[src/rtl/obl_pkg.sv]
package obl_pkg;

    localparam int ORDER_SLOTS_DEF  = 1024;
    localparam int PRICE_LEVELS_DEF = 256;

    localparam logic [9:0] AGE_DIV  = 10'd1000;
    // ceil(2^36 / 1000): exact quotient for any 26-bit partial dividend
    localparam logic [26:0] AGE_RECIP  = 27'd68719477;
    localparam int          AGE_SHIFT  = 36;
    localparam int          DIV_CHUNKS = 4;

    localparam logic [1:0] SIDE_NONE = 2'd0;
    localparam logic [1:0] SIDE_BUY  = 2'd1;
    localparam logic [1:0] SIDE_SELL = 2'd2;

    typedef enum logic [2:0] {
        ACT_ADD       = 3'd0,
        ACT_MODIFY    = 3'd1,
        ACT_CANCEL    = 3'd2,
        ACT_TRADE     = 3'd3,
        ACT_RESET     = 3'd4,
        ACT_HEARTBEAT = 3'd5,
        ACT_QUERY     = 3'd6,
        ACT_UNKNOWN   = 3'd7
    } t_action;

    typedef enum logic [1:0] {
        ST_OK      = 2'd0,
        ST_IGNORED = 2'd1,
        ST_FULL    = 2'd2
    } t_status;

    typedef enum logic [3:0] {
        S_CLEAR,
        S_IDLE,
        S_OSCAN,
        S_DECIDE,
        S_LSCAN,
        S_LREM,
        S_LPLACE,
        S_BEST,
        S_EMIT
    } t_state;

    typedef struct packed {
        t_action     act;
        logic [63:0] ref_id;
        logic [1:0]  side;
        logic [31:0] px;
        logic [31:0] qty;
        logic [63:0] now;
        logic [7:0]  venue;
        logic [31:0] instr;
        logic        side_ok;
        logic        px_zero;
        logic        qty_zero;
        logic        add_bad;
    } t_item;

    typedef struct packed {
        logic [31:0] bid_px;
        logic [47:0] bid_qty;
        logic [31:0] ask_px;
        logic [47:0] ask_qty;
        logic [31:0] age_us;
        logic        crossed;
        t_status     status;
        logic [7:0]  venue;
        logic [31:0] instr;
    } t_result;

    typedef struct packed {
        logic [63:0] ref_id;
        logic [1:0]  side;
        logic [31:0] px;
        logic [31:0] qty;
    } t_slot;

    typedef struct packed {
        logic [31:0] px;
        logic [47:0] total;
    } t_level;

endpackage

[src/rtl/obl_front.sv]
module obl_front (
    input  logic              i_clk,
    input  logic              i_rst_n,
    input  logic              i_push,
    output logic              o_full,
    input  logic [2:0]        i_action,
    input  logic [63:0]       i_order_ref,
    input  logic [1:0]        i_order_side,
    input  logic [31:0]       i_price_paise,
    input  logic [31:0]       i_quantity,
    input  logic [63:0]       i_time_ns,
    input  logic [7:0]        i_venue_code,
    input  logic [31:0]       i_instrument_code,
    output logic              o_valid,
    output obl_pkg::t_item    o_item,
    input  logic              i_take
);
    import obl_pkg::*;

    t_item      r_q [2];
    logic       r_wp, r_rp;
    logic [1:0] r_cnt;
    t_item      cls;
    logic       wr, rd;

    // decode and pre-check the request
    always_comb begin
        cls.act      = t_action'(i_action);
        cls.ref_id   = i_order_ref;
        cls.side     = i_order_side;
        cls.px       = i_price_paise;
        cls.qty      = i_quantity;
        cls.now      = i_time_ns;
        cls.venue    = i_venue_code;
        cls.instr    = i_instrument_code;
        cls.side_ok  = (i_order_side == SIDE_BUY) || (i_order_side == SIDE_SELL);
        cls.px_zero  = (i_price_paise == 32'd0);
        cls.qty_zero = (i_quantity == 32'd0);
        cls.add_bad  = (i_order_ref == 64'd0) || !cls.side_ok || cls.px_zero
                       || cls.qty_zero;
    end

    assign o_full  = (r_cnt == 2'd2);
    assign o_valid = (r_cnt != 2'd0);
    assign o_item  = r_q[r_rp];
    assign wr      = i_push && !o_full;
    assign rd      = o_valid && i_take;

    always_ff @(posedge i_clk) begin
        if (!i_rst_n) begin
            r_wp  <= 1'b0;
            r_rp  <= 1'b0;
            r_cnt <= 2'd0;
        end else begin
            if (wr) r_wp <= ~r_wp;
            if (rd) r_rp <= ~r_rp;
            r_cnt <= r_cnt + {1'b0, wr} - {1'b0, rd};
        end
    end

    always_ff @(posedge i_clk) begin
        if (wr) r_q[r_wp] <= cls;
    end

endmodule

[config.mk]
export PLATFORM = sky130hd
export DESIGN_NAME = obl_front
export DESIGN_NICKNAME = d
export VERILOG_FILES = /design/src/rtl/obl_pkg.sv /design/src/rtl/obl_front.sv
export SDC_FILE = /design/constraint.sdc
export NUM_CORES = 1
export LEC_CHECK = 0
export ABC_AREA = 1
export ABC_CLOCK_PERIOD_IN_PS = 12000
export BUFFER_PORTS_ARGS = -buffer_cell sky130_fd_sc_hd__buf_2
export CAP_MARGIN = 20
export CORE_ASPECT_RATIO = 1.75
export CORE_UTILIZATION = 47
export DETAILED_ROUTE_END_ITERATION = 12
export PLACE_DENSITY = 0.83
export SKIP_CTS_REPAIR_TIMING = 1
export SYNTH_ARGS = -nofsm -noshare
export SYNTH_HDL_FRONTEND = slang
export SYNTH_SLANG_ARGS = --single-unit
[constraint.sdc]
create_clock -name i_clk -period 12 [get_ports i_clk]
set_input_delay 1.2 -clock i_clk [delete_from_list [all_inputs] [get_ports i_clk]]
set_output_delay 1.2 -clock i_clk [all_outputs]
set_load 0.1 [all_outputs]
==> results of run 1 <==
[per-layer routing]
layer	vias to the layer above	wire, µm
li1	4494	-
met1	4907	13900
met2	446	22700
met3	128	2580
met4	4	2220
met5	-	26
[registers in the layout (all words and copies together) (netlist names), named ones only]
name / cells
r_q: 482
r_wp: 1
r_rp: 1
r_cnt: 2
[per-stage QoR]
stage          worst slack, ns  hold WS (ns)  std cells
6_report                  7.58         0.475       1933
5_1_grt                   7.44         0.509       1933
4_1_cts                   7.54         0.476       1926
3_5_place_dp              8.13         0.449       1855
3_3_place_gp              8.15         0.445       1855
2_1_floorplan           -0.159         0.431        899
[worst min path at each step]
| stage | start | end | slack (ns) | cells after the start |
|---|---|---|---|---|
| after CTS | r_rp | flip-flop | 0.48 | 1 |
| final | r_rp | flip-flop | 0.47 | 1 |
| after global placement | r_rp | r_rp | 0.44 | 1 |
| after detailed placement | r_rp | flip-flop | 0.45 | 1 |
| after global routing | r_rp | flip-flop | 0.51 | 1 |
| after floorplan | r_rp | flip-flop | 0.43 | 1 |
[cell usage after synthesis, drive strengths merged]
| cell | number |
|---|---|
| nand2 | 34 |
| nand4 | 4 |
| nor2 | 85 |
| ha | 2 |
| xnor2 | 2 |
| edfxtp | 482 |
| o21ai | 4 |
| nand3 | 1 |
| inv | 7 |
| a21oi | 4 |
| or2 | 1 |
| dfxtp | 5 |
| buf | 27 |
| mux2 | 241 |
[cell families (layout without fill, tap and decap cells)]
| kind of cell | count (synthesis) | after routing | share of synthesized area (%) |
|---|---|---|---|
| xor gates and xnor gates | 2 | 2 | 0.0929 |
| buffers and inverters | 34 | 571 | 1.59 |
| AOI/OAI and AO/OA | 8 | 8 | 0.212 |
| muxes | 241 | 241 | 18.2 |
| DFF | 487 | 487 | 77.3 |
| and+or+nand+nor | 125 | 125 | 2.56 |
| other | 0 | 7 | 0 |
| adders and majority gates | 2 | 2 | 0.133 |
[worst register-to-register path: stages (launching register included)]
cell and delay [ns]:
dfxtp_1 0.32, inv_1 0.11, o21ai_1 0.20, nor2_4 0.14, buf_4 0.72, buf_4 0.78
[report_power, final]
group	internal [µW]	switching (µW)	leakage, µW
Sequential	2170	98.5	0.00454
Clock	811	572	0.000677
Combinational	587	2330	0.00376
Total	3570	3000	0.00898
[cell type report]
| class | count | area (µm²) | share of cell area, % |
|---|---|---|---|
| Antenna cell | 7 | 17.5 | 0.0756 |
| Inverter | 7 | 26.3 | 0.113 |
| Timing Repair Buffer | 493 | 2500 | 10.8 |
| Tap cell | 490 | 613 | 2.65 |
| Multi-Input combinational cell | 378 | 4010 | 17.3 |
| Sequential cell | 487 | 14600 | 63.0 |
| Clock inverter | 20 | 262 | 1.13 |
| Clock buffer | 51 | 1150 | 4.96 |
==> results by group, run 1 <==
Run status
  • Status: finished, final reports clean

Routing
  • Drt total wl: between 40000 and 50000 µm
  • WL/cell: between 20 and 25 µm
  • Vias: around 10000
  • Residual DRC count: 0
  • Drt via density: approximately 5.2
  • Initial DRC Count: approximately 480
  • Post-route ant nets: 0
  • Drt first pass iters: 4

Global route
  • First-pass GRT wire length: 59400 µm
  • GRT Resource Usage Total: 19.5%
  • Met3 global-route usage: about 4.5%
  • Largest net degree at the start of global routing: 139
  • Met2 Usage GRT: a little over a third
  • Met1 global-route usage: about a fifth
  • Vias in the first global route: ~11000
  • GRT overflow: 0
  • GRT Max-Usage Layer: met2
  • Initial antenna violation count: 9

Timing
  • Worst Tran Pin Value: 1.11 ns
  • Max-slew violations: 0
  • Fmax: between 200 and 250 MHz
  • Clock Skews: 0.0196 ns
  • Max transition margin: between 20% and 30%
  • Setup_tns: 0 ns
  • Final worst path period share: 36.9%
  • Minimum clock period: 4.42 ns
  • Unrepaired setup endpoints after global routing: no
  • Hold Vio Cnt, Final: 0
  • Final setup fails: 0

Worst setup path
  • Critical path's top delay family: buffers and inverters
  • CP Depth: 3
  • Worst-path maximum fanout: between 50 and 60
  • R2R cell count: 5
  • Reg2reg start: r_cnt[1]
  • CP Cell Sequence: buf_4, mux2_2, buf_2
  • Crit path kind: reg2out
  • Slowest CP cell: dfxtp_4
  • Worst EP arrival: about 3.2 ns
  • Worst path bufs/invs: 2
  • Slowest stage delay, CP: just over 0.9 ns
  • Reg2reg setup slack: between 9 and 10 ns
  • Worst r2r dst: r_q[0][133]
  • Crit start category: flip-flop
  • Required @ worst endpoint: 10.80 ns
  • CP Capture Point: o_item[0]
  • Endpoint type of the worst setup path: output port

Min path
  • Min-delay worst type: reg2reg

Pwr
  • Tot Pwr: roughly 6600 µW
  • Leakage Power: roughly 0.009 µW
  • Peak VDD IR: between 0.00015 and 0.0002 V
  • Cell Pwr Density: 284 mW/mm²

Flow run
  • Max Cap Violations: 0

CTS
  • Clock Sink Count: 487
  • Clock latency at the later pin of the worst-skew pair: about 0.54 ns
  • Inserted Clock Buffers: 43
  • H-tree Lvls: 2
  • Root Buffer: clkbuf_16
  • Clock buffer depth: 3
  • CTS clk-pin slew, worst paths: 0.06 ns
  • TritonCTS clock tree: yes

Floorplan
  • Initial Utilization: a little under half
  • Top Ports: ~480
  • Die area: a little over 0.04 mm²
  • Die X: between 150 and 200 µm
  • Core box area: just under 0.04 mm²
  • Cell Rows: 96
  • Die Span Y: roughly 270 µm

Finish
  • Layout cells sized above 1: 55.5%
  • Commonest non-fill, non-tap cells in the layout: buf_2, edfxtp_1, mux2_4
  • Final Net Count: 1653
  • Most common cell after layout, fill and taps aside: buf_2
  • Design area: between 0.02 and 0.025 mm²
  • Area grow syn2layout: 22.7%
  • Layout Utilization: between 50% and 60%
  • Final-layout fill cell count: ~2900

Placed design
  • I/O Buffers: 483
  • Placer Congestion: ~0.87
  • Cell Area, Placed: 0.0217 mm²
  • Dpl hpwl: roughly 29000 µm

Logic synthesis
  • Post-synthesis cell type count: 17
  • Post-Synthesis Cells: 899
  • Syn Area/Cell: between 20 and 25 µm²
  • Ranking of synthesized cells by area: edfxtp_1, mux2_4, mux2_2, nor2_1, buf_6
  • Synth area leader: edfxtp_1
  • Share of the synthesized area in the top cell type: 76.7%
  • Count of state elements after synthesis: slightly below 500
  • Share of the yosys chip area belonging to registers: between 70% and 80%
  • Synthesized area: 0.0189 mm²
  • Yosys warns: 0
  • Synthesized net count: roughly 1100
Note: power is estimated with default switching activity, not from simulation.
==> inputs of run 2 (changes only) <==
ABC_CLOCK_PERIOD_IN_PS = 4200   (was 12000)
PLACE_DENSITY = 0.8   (was 0.83)
clock period = 4.2 ns   (was 12 ns; I/O delays follow)
==> run 2 against run 1 <==
Sequential share of layout area down 0.62 points. First-iteration DRC count down 4.1%. Sequential power rose to 2.8 times the previous value. Combinational power rose to 2.9 times the previous value. Clock power rose to 2.9 times the previous value. Critical path depth unchanged. Via count about the same. Register-to-register slack worse by 7.2 ns. Largest cell class unchanged.
==> results by group, run 2 (synthesized netlist as in run 1, its figures left out) <==
Pwr
  • Sequential power share: 34.1% (-0.4 points)
  • Clock Power Share: 21.1% (about the same)
  • Gate power share: 44.8% (+0.4 points)
  • Leakage Power: 0.00909 µW (+1.3%)
  • Peak VDD IR: 0.000557 V (+200%)
  • Switch share: 45.7% (about the same)
  • Cell Pwr Density: 806 mW/mm² (+180%)
  • Internal: 10200 µW (+190%)
  • Net Switching: 8620 µW (+190%)

Worst setup path
  • Crit start category: flip-flop
  • Required @ worst endpoint: 3.78 ns (-7.02 ns)
  • Crit path kind: reg2out
  • Worst EP arrival: 2.63 ns (-0.59 ns)
  • Endpoint type of the worst setup path: output port
  • Worst-path maximum fanout: 42 (-25%)

Global route
  • GRT overflow: 0 (unchanged)
  • Initial antenna violation count: 9 (unchanged)
  • First-pass GRT wire length: 59300 µm (-0.14%)
  • Largest net degree at the start of global routing: 61 (-56%)
  • Vias in the first global route: 10500 (-0.92%)
  • GRT Resource Usage Total: 19.6% (+0.058 points)

Floorplan
  • Initial Utilization: 47.9% (unchanged)
  • Die X: 153 µm (unchanged)
  • Die area: 0.0410 mm² (unchanged)
  • Cell Rows: 96 (unchanged)
  • Die Span Y: 267 µm (unchanged)
  • Core box area: 0.0394 mm² (unchanged)
  • Top Ports: 484 (unchanged)

Finish
  • Most common cell after layout, fill and taps aside: buf_2
  • Final Net Count: 1664 (+0.67%)
  • Commonest non-fill, non-tap cells in the layout: buf_2, edfxtp_1, mux2_4
  • Register area: 0.0146 mm² (about the same)
  • Layout cells sized above 1: 56.4% (+0.86 points)
  • Layout Utilization: 59.4% (+0.59 points)
  • Largest reg by FF count: r_q
  • Leading registers by flop count: r_q x482, r_cnt x2
  • Max reg flops: 482 (unchanged)
  • Design area: 0.0234 mm² (+1.0%)
  • Final-layout fill cell count: 2876 (+0.67%)
  • Area grow syn2layout: 24.0%
  • Total area of multi-input combinational cells: 0.00402 mm² (+0.28%)

Timing
  • Max transition margin: 29.4% (+3.6 points)
  • Unrepaired setup endpoints after global routing: no
  • Final setup fails: 0 (unchanged)
  • Final worst path period share: roughly 73%
  • Hold slack final: 0.0643 ns (-0.411 ns)
  • Fmax: 328 MHz
  • Worst Tran Pin Value: 1.06 ns (-0.0563 ns)
  • Clock Skews: 0.0212 ns (+0.00159 ns)
  • Minimum clock period: around 3.1 ns
  • Max-slew violations: 0 (unchanged)
  • Setup_tns: 0 ns (unchanged)
  • Hold Vio Cnt, Final: 0 (unchanged)

Run status
  • Status: finished, final reports clean

CTS
  • Inserted Clock Buffers: 42 (-2.3%)
  • Clock buffer depth: 3 (unchanged)
  • TritonCTS clock tree: yes
  • Clock Sink Count: 487 (unchanged)
  • H-tree Lvls: 2 (unchanged)
  • CTS clk-pin slew, worst paths: 0.07 ns (about the same)
  • Root Buffer: clkbuf_16
  • Clock latency at the later pin of the worst-skew pair: 0.54 ns (about the same)

Placed design
  • Dpl hpwl: 29800 µm (+1.6%)
  • I/O Buffers: 483 (unchanged)
  • Placer Congestion: 0.861 (-0.78%)
  • Cell Area, Placed: 0.0219 mm² (+0.99%)

Min path
  • Min-delay worst type: in2reg

Routing
  • Vias: 9972 (-0.070%)
  • Initial DRC Count: 462 (-4.1%)
  • WL/cell: 21.3 µm (-0.59%)
  • Drt via density: 5.12 (-0.84%)
  • Drt total wl: 41500 µm (+0.18%)
  • Drt first pass iters: 5 (+1)
  • Post-route ant nets: 0 (unchanged)
  • Residual DRC count: 0 (unchanged)

Flow run
  • Max Cap Violations: 0 (unchanged)
run 2: critical path, cell delays in order, from the launching register on:
cell and delay, ns:
dfxtp_4 0.90, buf_4 0.49, mux2_4 0.23, buf_2 0.42
run 2: path summary, 6_finish.rpt:
kind | from | endpoint | slack (ns) | depth (start not counted)
hold reg to reg | r_rp | r_rp | 0.47 | 1
hold / removal | i_instrument_code[29] | r_q[0][33] | 0.06 | 1
setup reg to reg | r_cnt[1] | r_q[0][79] | 2.06 | 4
setup / recovery | flip-flop | o_item[224] | 1.15 | 3
run 2: layout make-up:
cell class | instances | share of cell area, %
diodes | 5 | 0.0535
clock buffers | 49 | 4.88
clock inverters | 27 | 1.25
inverters | 7 | 0.112
multi-input cells | 378 | 17.2
flip-flops and latches | 487 | 62.3
well taps | 490 | 2.62
repair buffers | 505 | 11.6
run 2: power by group through the flow:
| stage | sequential (µW) | combinational, µW | clock [µW] |
|---|---|---|---|
| detailed placement | 6550 | 8480 | 0 |
| global route | 6490 | 8640 | 4230 |
| CTS | 6450 | 8490 | 4070 |
| finish | 6440 | 8440 | 3980 |
| floorplan | 6490 | 7370 | 0 |
| global placement | 6490 | 8420 | 0 |
run 2: per-layer routing:
layer  vias up  routed length [µm]  global-route usage, %
met2       420               22800                   36.6
li1       4520                   -                      -
met1      4903               13900                   19.4
met4         8                2150                   11.4
met3       121                2640                   4.79
met5         -                  48                      0
run 2: stage by stage:
stage | std cells | setup slack, ns | power [µW]
after floorplan | 899 | -0.291 | 13900
after global placement | 1867 | 1.72 | 14900
after detailed placement | 1867 | 1.66 | 15000
after CTS | 1943 | 1.08 | 19000
after global routing | 1948 | 1.04 | 19400
final | 1948 | 1.15 | 18900
